--- src/rtl/assert_macros.svh ---
// Assertion macros shared by the palette line blitter RTL.
// Each macro expects clk and rst_n to be visible in the module that uses it.
`ifndef ASSERT_MACROS_SVH
`define ASSERT_MACROS_SVH

// Property that must hold at every clock edge outside reset.
`define PLBT_ASSERT(label, prop, msg) \
  label: assert property (@(posedge clk) disable iff (!rst_n) (prop)) else $error(msg);

// Antecedent at one edge implies consequent at the next edge.
`define PLBT_ASSERT_NEXT(label, ante, cons, msg) \
  label: assert property (@(posedge clk) disable iff (!rst_n) (ante) |=> (cons)) \
    else $error(msg);

`endif

--- src/rtl/plbt_pkg.sv ---
// Package for the palette line blitter: word types, command type and codes.
// No dependencies; used by every module of the block.
package plbt_pkg;

  localparam logic MODE_PALETTE = 1'b0;
  localparam logic MODE_PIXEL   = 1'b1;

  localparam logic [2:0] DISPOSAL_RESTORE_BG = 3'd2;

  localparam logic CFG_IDX_WIDTH  = 1'b0;
  localparam logic CFG_IDX_HEIGHT = 1'b1;

  localparam logic [10:0] WIDTH_RESET  = 11'd320;
  localparam logic [10:0] HEIGHT_RESET = 11'd240;
  localparam logic [10:0] COLUMN_MAX   = 11'd2047;

  localparam int QUEUE_DEPTH = 4;
  localparam int QUEUE_PW    = 2;
  localparam int QUEUE_CW    = 3;

  typedef struct packed {
    logic        mode;
    logic [7:0]  palette_address;
    logic [15:0] palette_color;
    logic [9:0]  line_x;
    logic [9:0]  line_y;
    logic [7:0]  transparent_index;
    logic [7:0]  background_index;
    logic        has_transparency;
    logic [2:0]  disposal;
    logic [7:0]  pixel_index;
    logic        last_of_line;
  } plbt_in_t;

  typedef struct packed {
    logic [9:0]  screen_x;
    logic [9:0]  screen_y;
    logic [15:0] color;
    logic        new_window;
  } plbt_out_t;

  // Command handed from the front part to the back part.
  typedef struct packed {
    logic        mode;
    logic [7:0]  index;
    logic [15:0] color;
    logic [9:0]  screen_x;
    logic [9:0]  screen_y;
    logic        new_window;
    logic        index_ok;
  } plbt_cmd_t;

endpackage

--- src/rtl/plbt_front.sv ---
// Front part: configuration registers, line state and pixel classification.
// Depends on plbt_pkg and assert_macros.svh; pushes commands into plbt_queue.
`include "assert_macros.svh"

module plbt_front import plbt_pkg::*; #(
  parameter int RUN_LIMIT     = 256,
  parameter int PALETTE_DEPTH = 256
) (
  input  logic        clk,
  input  logic        rst_n,
  input  logic        cfg_we,
  input  logic        cfg_index,
  input  logic [10:0] cfg_wdata,
  input  logic        in_valid,
  input  plbt_in_t    in_data,
  input  logic        q_full,
  output logic        push,
  output plbt_cmd_t   push_cmd
);

  localparam int RUN_W = $clog2(RUN_LIMIT + 1);
  localparam logic [RUN_W-1:0] RUN_LIMIT_V = RUN_W'(RUN_LIMIT);
  localparam logic [8:0] DEPTH_V = 9'(PALETTE_DEPTH);

  logic [10:0]      width_r, height_r;
  logic [10:0]      column_r, column_nxt;
  logic [RUN_W-1:0] run_r, run_nxt;
  logic             in_run_r, in_run_nxt;

  logic        acc;
  logic        keyed;
  logic [7:0]  pix;
  logic [11:0] sx_full;
  logic        drop, skip, emit, nw;

  assign acc = in_valid && !q_full;

  always_comb begin
    keyed = in_data.has_transparency;
    pix   = in_data.pixel_index;
    if (in_data.disposal == DISPOSAL_RESTORE_BG) begin
      if (pix == in_data.transparent_index) begin
        pix = in_data.background_index;
      end
      keyed = 1'b0;
    end
  end

  assign sx_full = {2'b00, in_data.line_x} + {1'b0, column_r};
  assign drop = ({1'b0, in_data.line_y} >= height_r) ||
                ({1'b0, in_data.line_x} >= width_r) ||
                (sx_full >= {1'b0, width_r});
  assign skip = keyed && (pix == in_data.transparent_index);
  assign emit = !drop && !skip;
  assign nw   = keyed ? (!in_run_r || (run_r >= RUN_LIMIT_V)) : !in_run_r;

  always_comb begin
    column_nxt = column_r;
    run_nxt    = run_r;
    in_run_nxt = in_run_r;
    if (acc && in_data.mode == MODE_PIXEL) begin
      if (!drop && skip) begin
        run_nxt    = '0;
        in_run_nxt = 1'b0;
      end
      if (emit) begin
        if (nw) begin
          run_nxt = RUN_W'(1);
        end else if (run_r < RUN_LIMIT_V) begin
          run_nxt = run_r + RUN_W'(1);
        end
        in_run_nxt = 1'b1;
      end
      if (in_data.last_of_line) begin
        column_nxt = '0;
        run_nxt    = '0;
        in_run_nxt = 1'b0;
      end else if (column_r < COLUMN_MAX) begin
        column_nxt = column_r + 11'd1;
      end
    end
  end

  always_ff @(posedge clk) begin
    if (!rst_n) begin
      width_r  <= WIDTH_RESET;
      height_r <= HEIGHT_RESET;
      column_r <= '0;
      run_r    <= '0;
      in_run_r <= 1'b0;
    end else begin
      if (cfg_we) begin
        case (cfg_index)
          CFG_IDX_WIDTH:  width_r  <= cfg_wdata;
          CFG_IDX_HEIGHT: height_r <= cfg_wdata;
          default: ;
        endcase
      end
      column_r <= column_nxt;
      run_r    <= run_nxt;
      in_run_r <= in_run_nxt;
    end
  end

  // Palette writes outside the palette and pixels that produce nothing never
  // reach the back part.
  always_comb begin
    push = 1'b0;
    if (acc) begin
      if (in_data.mode == MODE_PALETTE) begin
        push = ({1'b0, in_data.palette_address} < DEPTH_V);
      end else begin
        push = emit;
      end
    end
    push_cmd.mode       = in_data.mode;
    push_cmd.index      = (in_data.mode == MODE_PALETTE) ? in_data.palette_address : pix;
    push_cmd.color      = in_data.palette_color;
    push_cmd.screen_x   = sx_full[9:0];
    push_cmd.screen_y   = in_data.line_y;
    push_cmd.new_window = nw;
    push_cmd.index_ok   = ({1'b0, pix} < DEPTH_V);
  end

  `PLBT_ASSERT_NEXT(a_line_end_clears,
    acc && in_data.mode == MODE_PIXEL && in_data.last_of_line,
    column_r == '0 && run_r == '0 && !in_run_r, "line state not cleared after last pixel")
  `PLBT_ASSERT(a_run_bounded, run_r <= RUN_LIMIT_V, "run length above its limit")
  `PLBT_ASSERT(a_run_implies_open, (run_r != '0) == in_run_r,
    "run length and open window disagree")

endmodule

--- src/rtl/plbt_queue.sv ---
// Short command queue between the front and back parts of the blitter.
// Depends on plbt_pkg and assert_macros.svh.
`include "assert_macros.svh"

module plbt_queue import plbt_pkg::*; (
  input  logic      clk,
  input  logic      rst_n,
  input  logic      push,
  input  plbt_cmd_t push_cmd,
  output logic      full,
  input  logic      pop,
  output logic      head_valid,
  output plbt_cmd_t head_cmd
);

  plbt_cmd_t              slot_r [QUEUE_DEPTH];
  logic [QUEUE_PW-1:0]    wr_ptr_r, rd_ptr_r;
  logic [QUEUE_CW-1:0]    count_r, count_nxt;

  assign full       = (count_r == QUEUE_CW'(QUEUE_DEPTH));
  assign head_valid = (count_r != '0);
  assign head_cmd   = slot_r[rd_ptr_r];

  always_comb begin
    count_nxt = count_r;
    if (push && !pop) begin
      count_nxt = count_r + QUEUE_CW'(1);
    end else if (pop && !push) begin
      count_nxt = count_r - QUEUE_CW'(1);
    end
  end

  always_ff @(posedge clk) begin
    if (!rst_n) begin
      wr_ptr_r <= '0;
      rd_ptr_r <= '0;
      count_r  <= '0;
    end else begin
      if (push) begin
        wr_ptr_r <= wr_ptr_r + QUEUE_PW'(1);
      end
      if (pop) begin
        rd_ptr_r <= rd_ptr_r + QUEUE_PW'(1);
      end
      count_r <= count_nxt;
    end
  end

  always_ff @(posedge clk) begin
    if (push) begin
      slot_r[wr_ptr_r] <= push_cmd;
    end
  end

  `PLBT_ASSERT(a_no_overflow, !(push && full), "push into a full queue")
  `PLBT_ASSERT(a_no_underflow, !(pop && !head_valid), "pop from an empty queue")
  `PLBT_ASSERT(a_count_bound, count_r <= QUEUE_CW'(QUEUE_DEPTH), "queue count out of range")

endmodule

--- src/rtl/plbt_back.sv ---
// Back part: palette memory, lookup and the output register stage.
// Depends on plbt_pkg and assert_macros.svh; takes commands from plbt_queue.
`include "assert_macros.svh"

module plbt_back import plbt_pkg::*; #(
  parameter int PALETTE_DEPTH = 256
) (
  input  logic      clk,
  input  logic      rst_n,
  input  logic      head_valid,
  input  plbt_cmd_t head_cmd,
  output logic      pop,
  output logic      out_valid,
  input  logic      out_stall,
  output plbt_out_t out_data
);

  localparam int PAL_AW = (PALETTE_DEPTH > 1) ? $clog2(PALETTE_DEPTH) : 1;

  logic [15:0] palette_mem [PALETTE_DEPTH];
  logic [15:0] rd_data_r;
  logic        valid_r;
  logic [9:0]  sx_r, sy_r;
  logic        nw_r, index_ok_r;

  logic advance;
  logic do_write, do_read;

  // The output stage only moves on when it is empty or its word is taken;
  // the memory read register moves with it, so a stalled colour holds.
  assign advance  = !valid_r || !out_stall;
  assign pop      = advance && head_valid;
  assign do_write = pop && (head_cmd.mode == MODE_PALETTE);
  assign do_read  = pop && (head_cmd.mode == MODE_PIXEL);

  always_ff @(posedge clk) begin
    if (do_write) begin
      palette_mem[head_cmd.index[PAL_AW-1:0]] <= head_cmd.color;
    end
    if (do_read) begin
      rd_data_r <= palette_mem[head_cmd.index[PAL_AW-1:0]];
    end
  end

  always_ff @(posedge clk) begin
    if (!rst_n) begin
      valid_r <= 1'b0;
    end else if (advance) begin
      valid_r <= do_read;
    end
  end

  always_ff @(posedge clk) begin
    if (do_read) begin
      sx_r       <= head_cmd.screen_x;
      sy_r       <= head_cmd.screen_y;
      nw_r       <= head_cmd.new_window;
      index_ok_r <= head_cmd.index_ok;
    end
  end

  assign out_valid           = valid_r;
  assign out_data.screen_x   = sx_r;
  assign out_data.screen_y   = sy_r;
  assign out_data.color      = index_ok_r ? rd_data_r : 16'd0;
  assign out_data.new_window = nw_r;

  `PLBT_ASSERT(a_pop_only_on_advance, !pop || advance, "command popped while output blocked")
  `PLBT_ASSERT_NEXT(a_read_fills_output, do_read, valid_r, "pixel lookup did not reach output")
  `PLBT_ASSERT_NEXT(a_stall_holds_word, out_valid && out_stall, out_valid,
    "stalled output word dropped")

endmodule

--- src/rtl/palette_line_blitter_transparency_unit.sv ---
// Channel | direction | handshake          | word
// in      | input     | in_valid/in_stall  | plbt_in_t: palette write or one pixel
// out     | output    | out_valid/out_stall| plbt_out_t: one display pixel
// cfg     | input     | cfg_we             | cfg_index selects width or height
// One word is accepted per cycle while the four-entry command queue has room.
// A pixel word reaches the output through a queue write, then a registered palette read.
// Sustained rate is one word per cycle while out_stall is low, one command through the back part each cycle.
// Synchronous reset clears line state, queue and output valid; no clearing pass.
// Output stalls back up into the queue and then raise in_stall.
// Top level of the palette line blitter; depends on plbt_pkg and the plbt_* modules.
module palette_line_blitter_transparency_unit import plbt_pkg::*; #(
  parameter int RUN_LIMIT     = 256,
  parameter int PALETTE_DEPTH = 256
) (
  input  logic        clk,
  input  logic        rst_n,
  input  logic        cfg_we,
  input  logic        cfg_index,
  input  logic [10:0] cfg_wdata,
  input  logic        in_valid,
  output logic        in_stall,
  input  plbt_in_t    in_data,
  output logic        out_valid,
  input  logic        out_stall,
  output plbt_out_t   out_data
);

  logic      q_full, push, pop, head_valid;
  plbt_cmd_t push_cmd, head_cmd;

  assign in_stall = q_full;

  plbt_front #(
    .RUN_LIMIT    (RUN_LIMIT),
    .PALETTE_DEPTH(PALETTE_DEPTH)
  ) u_front (
    .clk      (clk),
    .rst_n    (rst_n),
    .cfg_we   (cfg_we),
    .cfg_index(cfg_index),
    .cfg_wdata(cfg_wdata),
    .in_valid (in_valid),
    .in_data  (in_data),
    .q_full   (q_full),
    .push     (push),
    .push_cmd (push_cmd)
  );

  plbt_queue u_queue (
    .clk       (clk),
    .rst_n     (rst_n),
    .push      (push),
    .push_cmd  (push_cmd),
    .full      (q_full),
    .pop       (pop),
    .head_valid(head_valid),
    .head_cmd  (head_cmd)
  );

  plbt_back #(
    .PALETTE_DEPTH(PALETTE_DEPTH)
  ) u_back (
    .clk       (clk),
    .rst_n     (rst_n),
    .head_valid(head_valid),
    .head_cmd  (head_cmd),
    .pop       (pop),
    .out_valid (out_valid),
    .out_stall (out_stall),
    .out_data  (out_data)
  );

endmodule
--- config.mk ---
export PLATFORM = sky130hd
export DESIGN_NAME = palette_line_blitter_transparency_unit
export DESIGN_NICKNAME = d
export VERILOG_FILES = /design/src/rtl/plbt_pkg.sv /design/src/rtl/plbt_front.sv /design/src/rtl/plbt_queue.sv /design/src/rtl/plbt_back.sv /design/src/rtl/palette_line_blitter_transparency_unit.sv
export VERILOG_INCLUDE_DIRS = /design/src /design/src/rtl
export SDC_FILE = /design/constraint.sdc
export NUM_CORES = 2
export LEC_CHECK = 0
export BUFFER_PORTS_ARGS = -buffer_cell sky130_fd_sc_hd__buf_2
export CAP_MARGIN = 30
export CORE_AREA = 4 4 487 586
export CTS_CLUSTER_SIZE = 16
export DETAILED_ROUTE_END_ITERATION = 6
export DIE_AREA = 0 0 491 590
export GPL_ROUTABILITY_DRIVEN = 1
export PLACE_DENSITY = 0.76
export SLEW_MARGIN = 20
export SYNTH_ARGS = -nofsm -noshare
export SYNTH_HDL_FRONTEND = slang
export SYNTH_HIERARCHICAL = 1
export SYNTH_MEMORY_MAX_BITS = 65536
export SYNTH_SLANG_ARGS = --single-unit
--- constraint.sdc ---
create_clock -name clk -period 12.5 [get_ports clk]
set_clock_uncertainty 0.1 [all_clocks]
set_input_delay 2.5 -clock clk [delete_from_list [all_inputs] [get_ports clk]]
set_output_delay 2.5 -clock clk [all_outputs]
set_load 0.01 [all_outputs]
# [Yosys cells after proc, flatten, opt, wreduce, memory -nomap -nowiden]
# Memories as Yosys holds them, arrays and structs flattened. A register that Yosys moved wholly into a read port is not among the register bits.
# Cells that the tools add are included.
[word_totals] inputBits=91 n_memories=2 wordCells=90 mem_bits_rw=4280 regBits=73 out_inout_bits=39
[memory_table] name="u_back.palette_mem" words=256 word_bits=16 rd=1 rd_ports_with_merged_regs=1 write_ports=1 line_no="plbt_back.sv:20" source="logic [15:0] palette_mem [PALETTE_DEPTH];"
[memory_table] name="u_queue.slot_r" words=4 word_bits=46 rd=1 rd_ports_with_merged_regs=1 write_ports=1 line_no="plbt_queue.sv:16" source="plbt_cmd_t slot_r [QUEUE_DEPTH];"
[classes] addsub=7 reduce_logical=30 n_mux=26 n_eq_ne=4 n_bitwise=2 magnitude_cmp=6
[op_table] cell="$mux 9" count=5
[op_table] cell="$mux 8" count=3
[op_table] cell="$ge 10x11->1" count=2
[op_table] cell="$mux 11" count=2
[op_table] cell="$eq 8x8->1" count=2
[op_table] cell="$mux 16" count=1
[op_table] cell="$add 10x11->12" count=1
[op_table] cell="$ge 12x11->1" count=1
[op_table] cell="$add 11x1->11 const B" count=1
[op_table] cell="$lt 11x11->1 const B" count=1
[op_table] cell="$mux 1" count=11
[op_table] cell="$logic_and 1x1->1" count=10
[op_table] cell="$add 9x1->9 const B" count=1
[op_table] cell="$ge 9x9->1 const B" count=1
[op_table] cell="$lt 9x9->1 const B" count=1
[op_table] cell="$logic_not 1->1" count=8
[op_table] cell="$reduce_and 2->1" count=4
[op_table] cell="$mux 3" count=2
[op_table] cell="$reduce_bool 3->1" count=2
[op_table] cell="$add 2x1->2 const B" count=2
[op_table] cell="$logic_or 1x1->1" count=4
[op_table] cell="$mux 2" count=2
[op_table] cell="$reduce_bool 2->1" count=2
[op_table] cell="$add 3x1->3 const B" count=1
[op_table] cell="other kinds (4)" count=5

# [Depth between registers and ports, before layout]
[logic_depth] ltp_word=13 mapped_depth=22

# [Hierarchy]
# Netlist, hierarchy kept.
[by_module_without_submodules] module="plbt_back" cells_each=6750 seq_area_each_um2=124159.1 area_per_inst_um2=156074.7 instances=1
[by_module_without_submodules] module="plbt_queue" cells_each=288 seq_area_each_um2=5825.6 area_per_inst_um2=7253.2 instances=1
[by_module_without_submodules] module="plbt_front" cells_each=484 seq_area_each_um2=860.8 area_per_inst_um2=3818.7 instances=1

# [Worst setup path before layout]
# No wires, ideal clock.
[synth_path] path_type="in2reg" start="in in_data[39] in the netlist's numbering" end="mem u_queue/slot_r[0][0] in the netlist's numbering (enable)" path_buffers=0 setup_time_ns=0.409 path_stages=16 t_arrival_ns=7.018 setup_slack_ns=4.972 path_cell_list="ha_1 > fa_1 > a21o_1 > a21oi_1 > o21bai_1 > a21oi_1 > o21ai_0 > o311ai_0 > ha_1 > a221oi_1 > o21ai_0 > a211oi_1 > and3_1 > nand2_1 > a21oi_1 > and2_1"
[synth_via] elab_chain_len=9 word_cells_on_any_way=11 classes_between="1 x add/sub; 2 x order compare; 4 x mux; 4 x reduce/logical"
[synth_lines] element="start: declaration" line_no="palette_line_blitter_transparency_unit.sv:22" source="input plbt_in_t in_data,"
[synth_lines] element="$add 10x11->12 or $ge 10x11->1 (tied branches)" line_no="plbt_front.sv:49, plbt_front.sv:51"
[synth_lines] element="$ge 12x11->1 or $logic_or 1x1->1 (tied branches)" line_no="plbt_front.sv:52, plbt_front.sv:50"
[synth_lines] element="$logic_or 1x1->1 (*)" line_no="plbt_front.sv:51" source="({1'b0, in_data.line_x} >= width_r) ||"
[synth_lines] element="$logic_not 1->1 (*)" line_no="plbt_front.sv:54" source="assign emit = !drop && !skip;"
[synth_lines] element="$logic_and 1x1->1 (*)" line_no="plbt_front.sv:54"
[synth_lines] element="$mux 1 (*)" line_no="plbt_front.sv:110" source="if (in_data.mode == MODE_PALETTE) begin"
[synth_lines] element="$mux 1 (*)" line_no="plbt_front.sv:109" source="if (acc) begin"
[synth_lines] element="via push" line_no="palette_line_blitter_transparency_unit.sv:28" source="logic q_full, push, pop, head_valid;"
[synth_lines] element="$mux 1 (*)" line_no="plbt_queue.sv:50" source="if (push) begin"
[synth_lines] element="$mux 1 (implied by the code) (*)" line_no="plbt_queue.sv:51" source="slot_r[wr_ptr_r] <= push_cmd;"
[synth_lines] element="end: declaration" line_no="plbt_queue.sv:16"
# The timed path passes the listed nets; every way through them passes the cells marked *.

# [Worst setup path after layout]
[layout_path] start="in in_data[39] in the netlist's numbering" end="reg u_queue.count_r[2]"
[layout_via] elab_chain_len=10 word_cells_on_any_way=14 classes_between="1 x add/sub; 2 x order compare; 3 x mux; 8 x reduce/logical"
[layout_lines] element="$add 10x11->12 or $ge 10x11->1 (tied branches)" line_no="plbt_front.sv:49, plbt_front.sv:51"
[layout_lines] element="$ge 12x11->1 or $logic_or 1x1->1 (tied branches)" line_no="plbt_front.sv:52, plbt_front.sv:50"
[layout_lines] element="$logic_or 1x1->1 (*)" line_no="plbt_front.sv:51"
[layout_lines] element="$logic_not 1->1 (*)" line_no="plbt_front.sv:54"
[layout_lines] element="$logic_and 1x1->1 (*)" line_no="plbt_front.sv:54"
[layout_lines] element="$mux 1 (*)" line_no="plbt_front.sv:110"
[layout_lines] element="$mux 1 (*)" line_no="plbt_front.sv:109"
[layout_lines] element="via push" line_no="palette_line_blitter_transparency_unit.sv:28"
[layout_lines] element="$logic_not 1->1" line_no="plbt_queue.sv:28" source="end else if (pop && !push) begin"
[layout_lines] element="$logic_and 1x1->1" line_no="plbt_queue.sv:28"
[layout_lines] element="$reduce_bool 2->1 (no line)"
[layout_lines] element="end signal: assignment" line_no="plbt_queue.sv:45" source="count_r <= count_nxt;"
[layout_lines] element="end: declaration" line_no="plbt_queue.sv:18" source="logic [QUEUE_CW-1:0] count_r, count_nxt;"
# Marked as above.
# A chain may end at the register's enable or synchronous reset.

==> impl_results.md <==
- DRC viols: 0
- Place WS: between 4 and 5 ns
- Via count: ~84k
- Critical Path Source Type: primary input
- Post-route setup slack: between 4 and 5 ns
- Commonest cells after routing, fill and taps aside: edfxtp_1, mux4_2, a22oi_1, clkbuf_16, buf_4
- Hold/Removal Path Class: register to register
- Skew-Pair Late Insertion Delay: slightly above 0.9 ns
- Syn Nets: 7663
- Antenna violations before repair: 25
- MaxCap Viol Count: 0
- Post-CTS Repair Setup Buffers: 0
- Setup_tns: 0 ns
- Max Slew Vio Count: 69
- Clock Pin Slew Worst Setup and Hold Paths: about 0.060 ns
- Final setup fails: 0
- Crit share post-route: 0.605
- Share of layout cells above drive strength 1: 0.278
- Multi-input gate area: around 0.034 sq mm
- Via density: 6.97
- GRT Util Overall: 0.284
- Asr flop ratio synth: 0
- Fmax: around 0.13 GHz
- EDFF count, synth: 4322
- CTS Buffer Depth: 4
- Final estimated routing congestion in global placement: between 0.8 and 0.9
- WL final: ~410000 um
- Num CTS Buffers: 399
- Yosys warnings: 6
- Crit-path max FO: 7
- Global-route wire length before repair: 600000 um
- Clk sinks: approximately 4.4k
- Post-synth top area cell: edfxtp_1
- FP Rows: 213
- Yosys top cell area share: 0.776
- Slowest-stage cell, CP: a211oi_1
- H-tree depth: 5
- Core area: around 0.28 sq mm
- Nets: 8136
- Final Critical Period: 7.56 ns
- Worst EP arrival: ~8.3 ns
- Final HPWL DP: approximately 230000 um
- Commonest non-fill, non-tap cell in the layout: edfxtp_1
- IO Pins: between 100 and 150
- Sequential share of the synthesized area: 0.783
- Violated checks: max-slew violations
- Power density over the cells: approximately 220 mW/mm^2
- R2R Setup Slk: 6.25 ns
- Crit path kind: primary input to register
- Top cells by area, synth: edfxtp_1, mux4_2, a22oi_1
- Wirelength per Cell: approximately 34 um
- Endpoint class of the critical path: register
- Slowest stage delay, CP: roughly 0.55 ns
- Status: finished, violations left
- Pin count of the biggest net entering global routing: between 200 and 250
- Pleak: approximately 58 nW
- Post-route design area: between 0.15 and 0.2 sq mm
- Fill count: 16.5k
- DIE HEIGHT: 590 um
- DRT antenna net count: 0
- CTS tree: built
- Crit-path cells: buf_2, ha_1, fa_1, a21o_1, a21oi_1, o21bai_1, a21oi_1, o21ai_0, o311ai_0, ha_1, a221oi_1, o21ai_0, a211oi_1, and3_1, nand2_1, a21oi_1, ha_1, inv_1, fa_1, xor2_1, or3_1, a21boi_0
- Die W: 491 um
- Cts hold-fix bufs: 0
- FF/Latch Area: approximately 0.13 sq mm
- Peak VDD IR: around 230 uV
- GRT Residual Overflow: 0
- Cts repair resizes: 0
- Initial Util: 0.598
- Number of synthesized register bits: ~4.4k
- Syn Std Cell Area: around 0.17 sq mm
- CTS Root Cell: clkbuf_16
- Number of global-route vias before repair: 84.1k
- Worst EP required: 13.24 ns
- Port Buffers: 129
- Fin. Hold Viols: 0
- Worst Tran Pin Value: roughly 1.5 ns
- Die Footprint: between 0.2 and 0.3 sq mm
- Top_reg_cell synth: edfxtp_1
- Drt first-iter violations: 13.4k
- Synth cell types: between 70 and 80
- Syn Area/Cell: between 20 and 25 sq um
- Layout area overhead: 12.4%
- Headroom to the max-slew limit: -0.0300
- Cell area after placement: around 0.17 sq mm
- Synthesized instance count: about 7.5k
- First-pass iteration count of the detailed router: 6
- RSZ-0062 raised after global routing: no
[stage by stage]
stage	std cells	power, mW	util	hold slack, ns
floorplan	7522	25.2	-	0.343
global placement	11200	28.7	0.620	0.354
CTS	11900	41.2	0.668	0.372
global route	12000	42.6	0.672	0.386
finish	12000	41.3	0.672	0.374
detailed placement	11200	29.1	0.622	0.363
[flip-flops by register name, summed over array words and instances, names as in the netlist, named ones only]
register and flops:
u_back/index_ok_r 1, u_back/nw_r 1, u_back/out_valid 1, u_back/palette_mem 4096, u_back/rd_data_r 16, u_back/sx_r 10
u_back/sy_r 10, u_front/column_r 11, u_front/height_r 11, u_front/in_run_r 1, u_front/run_r 9, u_front/width_r 11
u_queue/count_r 3, u_queue/rd_ptr_r 2, u_queue/slot_r 188, u_queue/wr_ptr_r 2
[logic make-up after synthesis]
family	Yosys count	synth area share
DFF	4375	0.783
muxes	1080	0.145
AOI/OAI and AO/OA	957	0.0394
and+or+nand+nor	518	0.0139
buffers and inverters	510	0.0136
adders and majority gates	50	0.00383
xor gates and xnor gates	31	0.00162
other	1	0.0000224
[routing by layer]
metal,GRT usage,routed length [um],vias up
li1,-,-,32900
met1,0.390,143000,43600
met2,0.444,199000,6107
met3,0.0707,50100,942
met4,0.122,20800,22
met5,0,165,-
[cell type report]
cell class / instances / share of cell area
clock inverters: 232 / 0.0127
flip-flops and latches: 4375 / 0.697
clock buffers: 482 / 0.0566
repair buffers: 537 / 0.0251
inverters: 45 / 0.000899
well taps: 3655 / 0.0243
diodes: 20 / 0.000266
multi-input cells: 2637 / 0.183
[synthesized netlist by cell type (2+ instances only)]
cell type	instances
buf_6	2
a211oi_1	5
inv_1	45
ha_1	48
o21ai_1	2
nor4_1	4
a22oi_1	515
mux2i_1	9
clkbuf_1	262
nor3b_1	2
nor2_1	288
o22ai_1	5
nand3_1	19
buf_4	42
o21ai_0	18
xor2_1	16
mux4_2	1071
nand2b_1	10
and3_1	8
o41ai_1	64
o21a_1	3
or3_1	7
edfxtp_1	4322
a21boi_0	19
a2111oi_0	2
dfxtp_1	53
nor4b_1	3
nand4_1	25
nor3_1	5
nor2b_1	16
xnor2_1	15
a21oi_1	282
or2_2	2
nand2_1	91
buf_12	3
a32oi_1	2
a21o_1	7
buf_1	43
fa_1	2
buf_2	113
and2_1	30
a31oi_1	4
o211ai_1	8
[critical path, delay by kind of cell]
family                     cells  cell delay (ns)
buffers and inverters          2             0.19
AOI/OAI and AO/OA             11             2.98
adders and majority gates      5             1.65
xor gates and xnor gates       1             0.18
and+or+nand+nor                3             0.80
[report_power, final]
group	internal, mW	switching [mW]
Clock	7.00	5.24
Sequential	18.1	0.0821
Combinational	3.71	7.10
[path summary, 6_finish.rpt]
path / start / to / cells past startpoint
worst max-delay path: in_data[39] / u_queue/count_r[2] / 22
worst min-delay path: u_front/height_r[3] / u_front/height_r[3] / 2
worst max register to register: u_front/column_r[0] / u_queue/count_r[2] / 21
worst min register to register: u_front/height_r[3] / u_front/height_r[3] / 2
Note: power is estimated with default switching activity, not from simulation.
